--- src/rtl/core/eul_pkg.sv ---
// Shared types, widths and constants of the epoch usage limiter.
// Used by the configuration block, the decision core, the top level and the checker.
// No dependencies.
package eul_pkg;

    // Field widths
    localparam int unsigned PAYLOAD_W  = 20;
    localparam int unsigned TICK_W     = 48;
    localparam int unsigned EPOCH_W    = 64;
    localparam int unsigned SEQ_W      = 64;
    localparam int unsigned BYTE_W     = 48;
    localparam int unsigned FRAME_W    = 32;
    localparam int unsigned STATUS_W   = 3;
    localparam int unsigned CFG_W      = 48;
    localparam int unsigned CFG_IDX_W  = 2;

    // Stream widths
    localparam int unsigned S_TDATA_W  = 200;
    localparam int unsigned S_TUSER_W  = 3;
    localparam int unsigned M_TDATA_W  = 136;

    // Largest plaintext payload of one frame
    localparam int unsigned MAX_PAYLOAD = 262144;

    // Default width of tick differences
    localparam int unsigned TIME_WIDTH_DEF = 48;

    // Register reset values and the thresholds derived from them
    localparam logic [BYTE_W-1:0]  BYTE_LIMIT_RST  = 48'd1073741824;
    localparam logic [FRAME_W-1:0] FRAME_LIMIT_RST = 32'd1048576;
    localparam logic [FRAME_W-1:0] FRAME_NEAR_RST  = 32'd917503;
    localparam logic [TICK_W-1:0]  TIME_LIMIT_RST  = 48'd1000000;
    localparam logic [TICK_W-1:0]  TIME_FIFTH_RST  = 48'd200000;
    localparam logic [TICK_W-1:0]  TIME_NEAR_RST   = 48'd800000;

    typedef enum logic [1:0] {
        OP_QUERY     = 2'd0,
        OP_SEND      = 2'd1,
        OP_RECV      = 2'd2,
        OP_NEW_EPOCH = 2'd3
    } t_op;

    typedef enum logic [STATUS_W-1:0] {
        ST_OK              = 3'd0,
        ST_TOO_LARGE       = 3'd1,
        ST_REKEY_REQUIRED  = 3'd2,
        ST_SEQ_EXHAUSTED   = 3'd3,
        ST_UNEXPECTED      = 3'd4,
        ST_INBOUND_LIMIT   = 3'd5,
        ST_EPOCH_EXHAUSTED = 3'd6
    } t_status;

    typedef enum logic [CFG_IDX_W-1:0] {
        CFG_BYTE_LIMIT  = 2'd0,
        CFG_FRAME_LIMIT = 2'd1,
        CFG_TIME_LIMIT  = 2'd2
    } t_cfg_idx;

    typedef struct packed {
        t_op                  operation;
        logic [PAYLOAD_W-1:0] payload_bytes;
        logic [TICK_W-1:0]    now_ticks;
        logic                 is_application;
        logic [EPOCH_W-1:0]   rx_epoch;
        logic [SEQ_W-1:0]     rx_sequence;
    } t_item;

    typedef struct packed {
        t_status            status;
        logic               rekey_needed;
        logic               rekey_soon;
        logic [EPOCH_W-1:0] frame_epoch;
        logic [SEQ_W-1:0]   frame_sequence;
    } t_result;

    // Limits and the near-limit thresholds handed to the core
    typedef struct packed {
        logic [BYTE_W-1:0]  byte_limit;
        logic [BYTE_W-1:0]  byte_near;
        logic [FRAME_W-1:0] frame_limit;
        logic [FRAME_W-1:0] frame_near;
        logic               frame_near_en;
        logic [TICK_W-1:0]  time_limit;
        logic [TICK_W-1:0]  time_near;
    } t_cfg;

endpackage

--- src/rtl/core/eul_cfg.sv ---
// Limit registers and the near-limit thresholds derived from them.
// Depends on eul_pkg.
module eul_cfg (
    input  logic                           i_clk,
    input  logic                           i_rst_n,
    input  logic                           i_cfg_we,
    input  logic [eul_pkg::CFG_IDX_W-1:0]  i_cfg_index,
    input  logic [eul_pkg::CFG_W-1:0]      i_cfg_wdata,
    output eul_pkg::t_cfg                  o_cfg
);
    import eul_pkg::*;

    // 2^24 and 2^12 each leave a remainder of one when divided by five
    localparam logic [21:0] DIV5_K24   = 22'd3355443;
    localparam logic [9:0]  DIV5_K12   = 10'd819;
    // Reciprocal of five scaled by 2^14, exact for operands below 2^14
    localparam logic [11:0] DIV5_RECIP = 12'd3277;
    localparam int unsigned DIV5_SHIFT = 14;

    // Divider contents for the reset time limit
    localparam logic [45:0] HI_PROD_RST  = 46'(TIME_LIMIT_RST[TICK_W-1:24]) * 46'(DIV5_K24);
    localparam logic [24:0] LO_SUM_RST   = 25'(TIME_LIMIT_RST[TICK_W-1:24]) +
                                           25'(TIME_LIMIT_RST[23:0]);
    localparam logic [22:0] MID_PROD_RST = 23'(LO_SUM_RST[24:12]) * 23'(DIV5_K12);
    localparam logic [13:0] MID_SUM_RST  = 14'(LO_SUM_RST[24:12]) + 14'(LO_SUM_RST[11:0]);

    logic [BYTE_W-1:0]  r_byte_limit;
    logic [FRAME_W-1:0] r_frame_limit;
    logic [FRAME_W-1:0] r_frame_near;
    logic               r_frame_near_en;
    logic [TICK_W-1:0]  r_time_limit;
    logic [TICK_W-1:0]  r_time_fifth;
    logic [TICK_W-1:0]  r_time_near;

    logic [45:0]        r_hi_prod;
    logic [24:0]        r_lo_sum;
    logic [22:0]        r_mid_prod;
    logic [13:0]        r_mid_sum;

    logic [FRAME_W-1:0] frame_thr;
    logic [25:0]        tail_prod;
    logic [11:0]        tail_quot;

    // Take register writes
    always_ff @(posedge i_clk) begin
        if (!i_rst_n) begin
            r_byte_limit  <= BYTE_LIMIT_RST;
            r_frame_limit <= FRAME_LIMIT_RST;
            r_time_limit  <= TIME_LIMIT_RST;
        end else if (i_cfg_we) begin
            case (t_cfg_idx'(i_cfg_index))
                CFG_BYTE_LIMIT: begin
                    r_byte_limit <= i_cfg_wdata[BYTE_W-1:0];
                end
                CFG_FRAME_LIMIT: begin
                    r_frame_limit <= i_cfg_wdata[FRAME_W-1:0];
                end
                CFG_TIME_LIMIT: begin
                    r_time_limit <= i_cfg_wdata[TICK_W-1:0];
                end
                default: begin
                end
            endcase
        end
    end

    // Quotient of the last small sum by five
    assign tail_prod = 26'(r_mid_sum) * 26'(DIV5_RECIP);
    assign tail_quot = tail_prod[DIV5_SHIFT +: 12];

    // Divide the time limit by five in three steps: split at bit 24, then at bit 12
    always_ff @(posedge i_clk) begin
        if (!i_rst_n) begin
            r_hi_prod    <= HI_PROD_RST;
            r_lo_sum     <= LO_SUM_RST;
            r_mid_prod   <= MID_PROD_RST;
            r_mid_sum    <= MID_SUM_RST;
            r_time_fifth <= TIME_FIFTH_RST;
        end else begin
            r_hi_prod    <= 46'(r_time_limit[TICK_W-1:24]) * 46'(DIV5_K24);
            r_lo_sum     <= 25'(r_time_limit[TICK_W-1:24]) + 25'(r_time_limit[23:0]);
            r_mid_prod   <= 23'(r_lo_sum[24:12]) * 23'(DIV5_K12);
            r_mid_sum    <= 14'(r_lo_sum[24:12]) + 14'(r_lo_sum[11:0]);
            r_time_fifth <= 48'(r_hi_prod) + 48'(r_mid_prod) + 48'(tail_quot);
        end
    end

    // Seven eighths of the frame limit
    assign frame_thr = r_frame_limit - (r_frame_limit >> 3);

    // Register the near-limit thresholds behind the limits
    always_ff @(posedge i_clk) begin
        if (!i_rst_n) begin
            r_frame_near    <= FRAME_NEAR_RST;
            r_frame_near_en <= 1'b1;
            r_time_near     <= TIME_NEAR_RST;
        end else begin
            r_frame_near    <= frame_thr - 32'd1;
            r_frame_near_en <= (frame_thr != '0);
            r_time_near     <= r_time_limit - r_time_fifth;
        end
    end

    always_comb begin
        o_cfg.byte_limit    = r_byte_limit;
        o_cfg.byte_near     = r_byte_limit >> 2;
        o_cfg.frame_limit   = r_frame_limit;
        o_cfg.frame_near    = r_frame_near;
        o_cfg.frame_near_en = r_frame_near_en;
        o_cfg.time_limit    = r_time_limit;
        o_cfg.time_near     = r_time_near;
    end

endmodule

--- src/rtl/core/eul_core.sv ---
// Epoch state and the combinational decision for one item.
// Depends on eul_pkg.
module eul_core #(
    parameter int unsigned TIME_WIDTH = eul_pkg::TIME_WIDTH_DEF
) (
    input  logic              i_clk,
    input  logic              i_rst_n,
    input  logic              i_fire,
    input  eul_pkg::t_item    i_item,
    input  eul_pkg::t_cfg     i_cfg,
    output eul_pkg::t_result  o_result
);
    import eul_pkg::*;

    localparam int unsigned EXT_W = (TIME_WIDTH > TICK_W) ? TIME_WIDTH : TICK_W;
    localparam logic [EXT_W-1:0] TIME_MASK = {EXT_W{1'b1}} >> (EXT_W - TIME_WIDTH);

    logic [EPOCH_W-1:0] r_epoch_number;
    logic [SEQ_W-1:0]   r_next_sequence;
    logic [BYTE_W-1:0]  r_byte_count;
    logic [FRAME_W-1:0] r_frame_count;
    logic               r_active;
    logic [TICK_W-1:0]  r_first_use;

    logic [EPOCH_W-1:0] n_epoch_number;
    logic [SEQ_W-1:0]   n_next_sequence;
    logic [BYTE_W-1:0]  n_byte_count;
    logic [FRAME_W-1:0] n_frame_count;
    logic               n_active;
    logic [TICK_W-1:0]  n_first_use;

    logic [EXT_W-1:0]  elapsed;
    logic [BYTE_W:0]   byte_sum;
    logic              time_out;
    logic              time_near;
    logic              bytes_out;
    logic              frames_out;
    logic              usage_out;
    logic              rekey_req;
    logic              bytes_near;
    logic              frames_near;
    logic              too_large;
    logic              seq_full;
    logic              epoch_full;
    logic              id_mismatch;
    logic              take_seq;
    logic              do_account;
    logic              new_epoch;

    // Usage and time tests
    assign elapsed     = (EXT_W'(i_item.now_ticks) - EXT_W'(r_first_use)) & TIME_MASK;
    assign time_out    = elapsed >= EXT_W'(i_cfg.time_limit);
    assign time_near   = r_active && (elapsed >= EXT_W'(i_cfg.time_near));
    assign byte_sum    = {1'b0, r_byte_count} + (BYTE_W + 1)'(i_item.payload_bytes);
    assign bytes_out   = byte_sum > {1'b0, i_cfg.byte_limit};
    assign bytes_near  = byte_sum >= {1'b0, i_cfg.byte_near};
    assign frames_out  = r_frame_count >= i_cfg.frame_limit;
    assign frames_near = i_cfg.frame_near_en && (r_frame_count >= i_cfg.frame_near);
    assign usage_out   = bytes_out || frames_out;
    assign rekey_req   = r_active && (usage_out || time_out);
    assign too_large   = i_item.payload_bytes > PAYLOAD_W'(MAX_PAYLOAD);
    assign seq_full    = &r_next_sequence;
    assign epoch_full  = &r_epoch_number;
    assign id_mismatch = (i_item.rx_epoch != r_epoch_number) ||
                         (i_item.rx_sequence != r_next_sequence);

    // Decide the status and what the item changes
    always_comb begin
        o_result.status         = ST_OK;
        o_result.rekey_needed   = 1'b0;
        o_result.rekey_soon     = 1'b0;
        o_result.frame_epoch    = r_epoch_number;
        o_result.frame_sequence = r_next_sequence;
        take_seq   = 1'b0;
        do_account = 1'b0;
        new_epoch  = 1'b0;
        case (i_item.operation)
            OP_QUERY: begin
                if (too_large) begin
                    o_result.status = ST_TOO_LARGE;
                end else begin
                    o_result.rekey_needed = rekey_req;
                    o_result.rekey_soon   = rekey_req || bytes_near || frames_near ||
                                            time_near;
                end
            end
            OP_SEND: begin
                if (seq_full) begin
                    o_result.status = ST_SEQ_EXHAUSTED;
                end else if (i_item.is_application && too_large) begin
                    o_result.status = ST_TOO_LARGE;
                end else if (i_item.is_application && rekey_req) begin
                    o_result.status = ST_REKEY_REQUIRED;
                end else begin
                    take_seq   = 1'b1;
                    do_account = i_item.is_application;
                end
            end
            OP_RECV: begin
                if (id_mismatch) begin
                    o_result.status = ST_UNEXPECTED;
                end else if (seq_full) begin
                    o_result.status = ST_SEQ_EXHAUSTED;
                end else if (too_large) begin
                    o_result.status = ST_TOO_LARGE;
                end else if (i_item.is_application && r_active && usage_out) begin
                    o_result.status = ST_INBOUND_LIMIT;
                end else begin
                    take_seq   = 1'b1;
                    do_account = i_item.is_application;
                end
            end
            OP_NEW_EPOCH: begin
                if (epoch_full) begin
                    o_result.status = ST_EPOCH_EXHAUSTED;
                end else begin
                    new_epoch = 1'b1;
                    o_result.frame_epoch    = r_epoch_number + 64'd1;
                    o_result.frame_sequence = '0;
                end
            end
            default: begin
            end
        endcase
    end

    // Next epoch state
    always_comb begin
        n_epoch_number  = r_epoch_number;
        n_next_sequence = r_next_sequence;
        n_byte_count    = r_byte_count;
        n_frame_count   = r_frame_count;
        n_active        = r_active;
        n_first_use     = r_first_use;
        if (take_seq) begin
            n_next_sequence = r_next_sequence + 64'd1;
        end
        if (do_account) begin
            if (!r_active) begin
                n_active    = 1'b1;
                n_first_use = i_item.now_ticks;
            end
            n_byte_count  = byte_sum[BYTE_W] ? {BYTE_W{1'b1}} : byte_sum[BYTE_W-1:0];
            n_frame_count = (&r_frame_count) ? r_frame_count : r_frame_count + 32'd1;
        end
        if (new_epoch) begin
            n_epoch_number  = o_result.frame_epoch;
            n_next_sequence = '0;
            n_byte_count    = '0;
            n_frame_count   = '0;
            n_active        = 1'b0;
            n_first_use     = '0;
        end
    end

    // Commit when the item moves to the result register
    always_ff @(posedge i_clk) begin
        if (!i_rst_n) begin
            r_epoch_number  <= '0;
            r_next_sequence <= '0;
            r_byte_count    <= '0;
            r_frame_count   <= '0;
            r_active        <= 1'b0;
            r_first_use     <= '0;
        end else if (i_fire) begin
            r_epoch_number  <= n_epoch_number;
            r_next_sequence <= n_next_sequence;
            r_byte_count    <= n_byte_count;
            r_frame_count   <= n_frame_count;
            r_active        <= n_active;
            r_first_use     <= n_first_use;
        end
    end

endmodule

--- src/rtl/core/epoch_usage_limiter_unit.sv ---
// Top level of the epoch usage limiter: input register, decision core, result register.
// Depends on eul_pkg, eul_cfg and eul_core.
//
//   channel | direction | transfer
//   --------+-----------+-------------------------------------------------
//   s axis  | in        | one item per i_s_tvalid & o_s_tready
//   m axis  | out       | one result per o_m_tvalid & i_m_tready
//   cfg     | in        | one register write per i_cfg_we, no wait
//
// The decision core works on the input register; the result register takes its output
// when free or being drained. One item per cycle is sustained while the master side does
// not stall; the epoch state updates as the item enters the result register. Reset is
// synchronous, empties both registers and restores the default limits. A stalled result
// holds the input register, which then stalls the slave side. A limit write reaches the
// frame threshold in the next cycle and the time threshold through the divider steps.
module epoch_usage_limiter_unit #(
    parameter int unsigned TIME_WIDTH = eul_pkg::TIME_WIDTH_DEF
) (
    input  logic                          i_clk,
    input  logic                          i_rst_n,
    // Slave side
    input  logic                          i_s_tvalid,
    output logic                          o_s_tready,
    // payload_bytes[19:0], now_ticks[67:20], rx_epoch[131:68], rx_sequence[195:132]
    input  logic [eul_pkg::S_TDATA_W-1:0] i_s_tdata,
    // operation[1:0], is_application[2]
    input  logic [eul_pkg::S_TUSER_W-1:0] i_s_tuser,
    // Master side
    output logic                          o_m_tvalid,
    input  logic                          i_m_tready,
    // status[2:0], rekey_needed[3], rekey_soon[4], frame_epoch[68:5],
    // frame_sequence[132:69]
    output logic [eul_pkg::M_TDATA_W-1:0] o_m_tdata,
    // Configuration write port
    input  logic                          i_cfg_we,
    input  logic [eul_pkg::CFG_IDX_W-1:0] i_cfg_index,
    input  logic [eul_pkg::CFG_W-1:0]     i_cfg_wdata
);
    import eul_pkg::*;

    logic    r_in_valid;
    t_item   r_in_item;
    logic    r_out_valid;
    t_result r_out_result;

    t_item   s_item;
    t_cfg    cfg;
    t_result result;
    logic    advance;
    logic    s_accept;

    // Unpack the slave item
    always_comb begin
        s_item.operation      = t_op'(i_s_tuser[1:0]);
        s_item.is_application = i_s_tuser[2];
        s_item.payload_bytes  = i_s_tdata[19:0];
        s_item.now_ticks      = i_s_tdata[67:20];
        s_item.rx_epoch       = i_s_tdata[131:68];
        s_item.rx_sequence    = i_s_tdata[195:132];
    end

    // Move an item forward when the result register is free or being drained
    assign advance    = r_in_valid && (!r_out_valid || i_m_tready);
    assign o_s_tready = !r_in_valid || advance;
    assign s_accept   = i_s_tvalid && o_s_tready;

    // Input register
    always_ff @(posedge i_clk) begin
        if (!i_rst_n) begin
            r_in_valid <= 1'b0;
        end else if (s_accept) begin
            r_in_valid <= 1'b1;
        end else if (advance) begin
            r_in_valid <= 1'b0;
        end
    end

    always_ff @(posedge i_clk) begin
        if (s_accept) begin
            r_in_item <= s_item;
        end
    end

    eul_cfg u_cfg (
        .i_clk       (i_clk),
        .i_rst_n     (i_rst_n),
        .i_cfg_we    (i_cfg_we),
        .i_cfg_index (i_cfg_index),
        .i_cfg_wdata (i_cfg_wdata),
        .o_cfg       (cfg)
    );

    eul_core #(
        .TIME_WIDTH (TIME_WIDTH)
    ) u_core (
        .i_clk    (i_clk),
        .i_rst_n  (i_rst_n),
        .i_fire   (advance),
        .i_item   (r_in_item),
        .i_cfg    (cfg),
        .o_result (result)
    );

    // Result register
    always_ff @(posedge i_clk) begin
        if (!i_rst_n) begin
            r_out_valid <= 1'b0;
        end else if (advance) begin
            r_out_valid <= 1'b1;
        end else if (i_m_tready) begin
            r_out_valid <= 1'b0;
        end
    end

    always_ff @(posedge i_clk) begin
        if (advance) begin
            r_out_result <= result;
        end
    end

    assign o_m_tvalid = r_out_valid;
    assign o_m_tdata  = {3'b000,
                         r_out_result.frame_sequence,
                         r_out_result.frame_epoch,
                         r_out_result.rekey_soon,
                         r_out_result.rekey_needed,
                         r_out_result.status};

endmodule

--- config.mk ---
export PLATFORM = sky130hd
export DESIGN_NAME = epoch_usage_limiter_unit
export DESIGN_NICKNAME = d
export VERILOG_FILES = /design/src/rtl/core/eul_pkg.sv /design/src/rtl/core/eul_cfg.sv /design/src/rtl/core/eul_core.sv /design/src/rtl/core/epoch_usage_limiter_unit.sv
export SDC_FILE = /design/constraint.sdc
export NUM_CORES = 2
export LEC_CHECK = 0
export BUFFER_PORTS_ARGS = -buffer_cell sky130_fd_sc_hd__buf_4
export CORE_MARGIN = 10
export CORE_UTILIZATION = 63
export DETAILED_ROUTE_END_ITERATION = 10
export PLACE_DENSITY = 0.83
export SLEW_MARGIN = 20
export SYNTH_ARGS = -nofsm -noshare
export SYNTH_HDL_FRONTEND = slang
export SYNTH_HIERARCHICAL = 1
export SYNTH_SLANG_ARGS = --single-unit
export TNS_END_PERCENT = 5
--- constraint.sdc ---
create_clock -name i_clk -period 15.4 [get_ports i_clk]
set_input_delay 0.77 -clock i_clk [delete_from_list [all_inputs] [get_ports i_clk]]
set_output_delay 0.77 -clock i_clk [all_outputs]
set_load 0.01 [all_outputs]
==> impl_metrics.json <==
{
  "crit_buf_inv": 2,
  "slew_headroom": 0.2402,
  "finalClockSkew_ps": 48.41,
  "max_freq_mhz": 104.4,
  "synth.cell_area_um2": 68610,
  "hold_class": "primary input to flop",
  "antenna_found_initial": 13,
  "ios": 396,
  "crit_path_max_incr_delay_ps": 870,
  "overflow": 0,
  "cap_violations": 0,
  "syn_avg_cell_area_um2": 9.212,
  "synthFlopType": "dfxtp_1",
  "area_delta_synth_final_pct": 10.43,
  "numClockSinks": 955,
  "maxSlewViolCount": 0,
  "ys_seq_area_frac": 0.3271,
  "port-buffer-count": 388,
  "synth-async-reset-ratio": 0,
  "vias": 55700,
  "start_kind": "flop",
  "critPathTopFamily": "compound AO/OA/AOI/OAI gates",
  "ctsLongestPathBuffers": 3,
  "post_cts_buffers": 0,
  "gp_congestion": 1.008,
  "end_kind": "flop",
  "cts-root-buf": "clkbuf_16",
  "worstPathMaxFanout": 10,
  "crit_type": "flop to flop",
  "ir_drop_uv": 201.6,
  "grt_pass1_vias": 53680,
  "drive_above_1_share": 0.08608,
  "cts_tree": "done",
  "setup_viol_count_final": 0,
  "synthCells": 7448,
  "pre_cts_slack_ps": 5986,
  "worst_pin_slew_ps": 1128,
  "wl_per_cell_um": 21.67,
  "final_nets": 9124,
  "grt_usage": 0.3153,
  "viasPerCell": 6.046,
  "synth_edf_count": 332,
  "grt_max_degree": 140,
  "firstDrtPassIters": 6,
  "rsz0062_at_grt": "no",
  "ant_nets": 0,
  "crit_required_ps": 15960,
  "cp.arrival_ps": 10140,
  "cts_resized": 0,
  "pwr_density_cell_nw_per_um2": 115.8,
  "start_util": 0.6321,
  "htreeDepth": 3,
  "status": "finished clean",
  "yosysWarnings": 6,
  "path_clk_slew_ps": 70,
  "grt_pass1_wl_um": 304100,
  "drt-initial-drc-count": 5498,
  "whs_ps": 226.4,
  "min_period_ps": 9581,
  "finalCritPeriodShare": 0.6222,
  "synthDistinctLibCells": 109,
  "tns_ps": 0,
  "cts_made_buffers": 99,
  "clk_latency_ps": 710,
  "drcViolationCount": 0,
  "die_width_um": 350.0,
  "fp.dieH_um": 350.0,
  "hold_buffers": 0,
  "leakage_nw": 33.98,
  "hpwl_um": 154700,
  "drt-total-wl_um": 199600,
  "fp.dieArea_um2": 122500,
  "worst_path_max_delay_cell": "a2111oi_0",
  "final_hold_viol_count": 0,
  "coreArea_um2": 108600,
  "worst_slack_ps": 5819,
  "ys_ff_latch": 955,
  "rows": 121
}
synthesized netlist by cell type, drive strengths merged (105+ instances only):
master | number | share of area
and2 | 105 | 0.0096
a21o | 177 | 0.019
nand2 | 676 | 0.037
edfxtp | 332 | 0.15
buf | 111 | 0.010
nor2b | 137 | 0.013
dfxtp | 623 | 0.18
nor3 | 130 | 0.010
fa | 294 | 0.086
xnor2 | 406 | 0.052
inv | 978 | 0.054
a21oi | 473 | 0.035
ha | 860 | 0.16
nand4 | 150 | 0.014
xor2 | 171 | 0.022
o21ai | 292 | 0.022
nor2 | 405 | 0.022
nand3 | 167 | 0.012
clkbuf | 160 | 0.0088
cell families after synthesis:
family,Yosys count,share of synthesized area
AO/OA/AOI/OAI,1364,0.1260
XOR/XNOR,577,0.07365
adder cells (fa/ha/maj),1154,0.2426
buffers and inverters,1249,0.07258
flip-flops,955,0.3271
multiplexers,8,0.001204
other,2,0.0001095
AND/OR/NAND/NOR,2139,0.1568
final timing paths:
kind                                              start                 endpoint  slack, ps  cells after the start
worst min register to register  u_core/r_byte_count[19]  u_core/r_byte_count[19]        440                      2
worst min-delay path                      i_s_tdata[15]           r_in_item[192]        230                      1
worst max-delay path                 u_cfg/r_mid_sum[2]   u_cfg/r_time_fifth[28]       5820                     32
worst max register to register       u_cfg/r_mid_sum[2]   u_cfg/r_time_fifth[28]       5820                     32
stage by stage:
| stage | cells | util | power [mW] | cell area, µm² |
|---|---|---|---|---|
| 6_report | 9213 | 0.6980 | 8.772 | 75770 |
| 5_1_grt | 9212 | 0.6980 | 9.326 | 75770 |
| 4_1_cts | 9207 | 0.6975 | 8.750 | 75710 |
| 3_5_place_dp | 9023 | 0.6668 | 6.278 | 72380 |
| 3_3_place_gp | 9023 | 0.6667 | 6.166 | 72370 |
| 2_1_floorplan | 7451 | - | 5.468 | 68630 |
placed cells by master (no fill, tap or decap), types with 37 or more instances in the layout:
master | Yosys | final
nand3_1 | 165 | 164
o21a_1 | 49 | 49
nand2_1 | 676 | 674
a22o_1 | 56 | 56
and2_1 | 104 | 104
and3_1 | 76 | 76
nand2b_1 | 60 | 60
buf_4 | 58 | 428
nand4_1 | 148 | 148
ha_1 | 860 | 860
inv_1 | 976 | 976
a21o_1 | 176 | 176
nor3_1 | 126 | 126
or3_1 | 71 | 71
xnor2_1 | 406 | 406
edfxtp_1 | 332 | 332
o21ai_0 | 285 | 285
nor4_1 | 47 | 47
a31oi_1 | 41 | 40
dfxtp_1 | 623 | 623
fa_1 | 294 | 294
a211oi_1 | 37 | 37
clkbuf_16 | 0 | 100
nor2b_1 | 136 | 134
a21oi_1 | 469 | 468
xor2_1 | 171 | 171
nor2_1 | 404 | 404
routing by layer:
| layer | share of wire | track usage | up-vias |
|---|---|---|---|
| met5 | 0.00032 | 0 | - |
| met4 | 0.052 | 0.1456 | 10 |
| met3 | 0.098 | 0.06821 | 525 |
| met2 | 0.44 | 0.4941 | 2686 |
| met1 | 0.41 | 0.4157 | 26590 |
| li1 | - | - | 25890 |
power breakdown:
group | total [mW] | internal, mW | switching, mW | leakage (nW)
Clock | 2.46 | 1.40 | 1.06 | 1.61
Sequential | 2.94 | 2.83 | 0.117 | 8.19
Combinational | 3.37 | 1.41 | 1.96 | 24.2
Total | 8.77 | 5.64 | 3.13 | 34.0
sequential cells by signal, indices dropped and copies added, names as in the netlist, 32 cells and up:
register and flops:
r_in_item 199, o_m_tdata 133, u_core/r_epoch_number 64, u_core/r_next_sequence 64, u_cfg/r_byte_limit 48, u_cfg/r_time_limit 48, u_cfg/r_time_near 48, u_core/r_byte_count 48
u_core/r_first_use 48, u_cfg/r_time_fifth 47, u_cfg/r_hi_prod 46, u_cfg/r_frame_limit 32, u_cfg/r_frame_near 32, u_core/r_frame_count 32
layout make-up:
type	count	area (µm²)
multi-input cells	5247	41270
fillers	8213	32780
flip-flops and latches	955	22440
inverters	978	3679
repair buffers	431	3272
clock buffers	139	2809
well taps	1414	1769
clock inverters	45	521.8
diodes	4	10.01
Note: power is estimated with default switching activity, not from simulation.
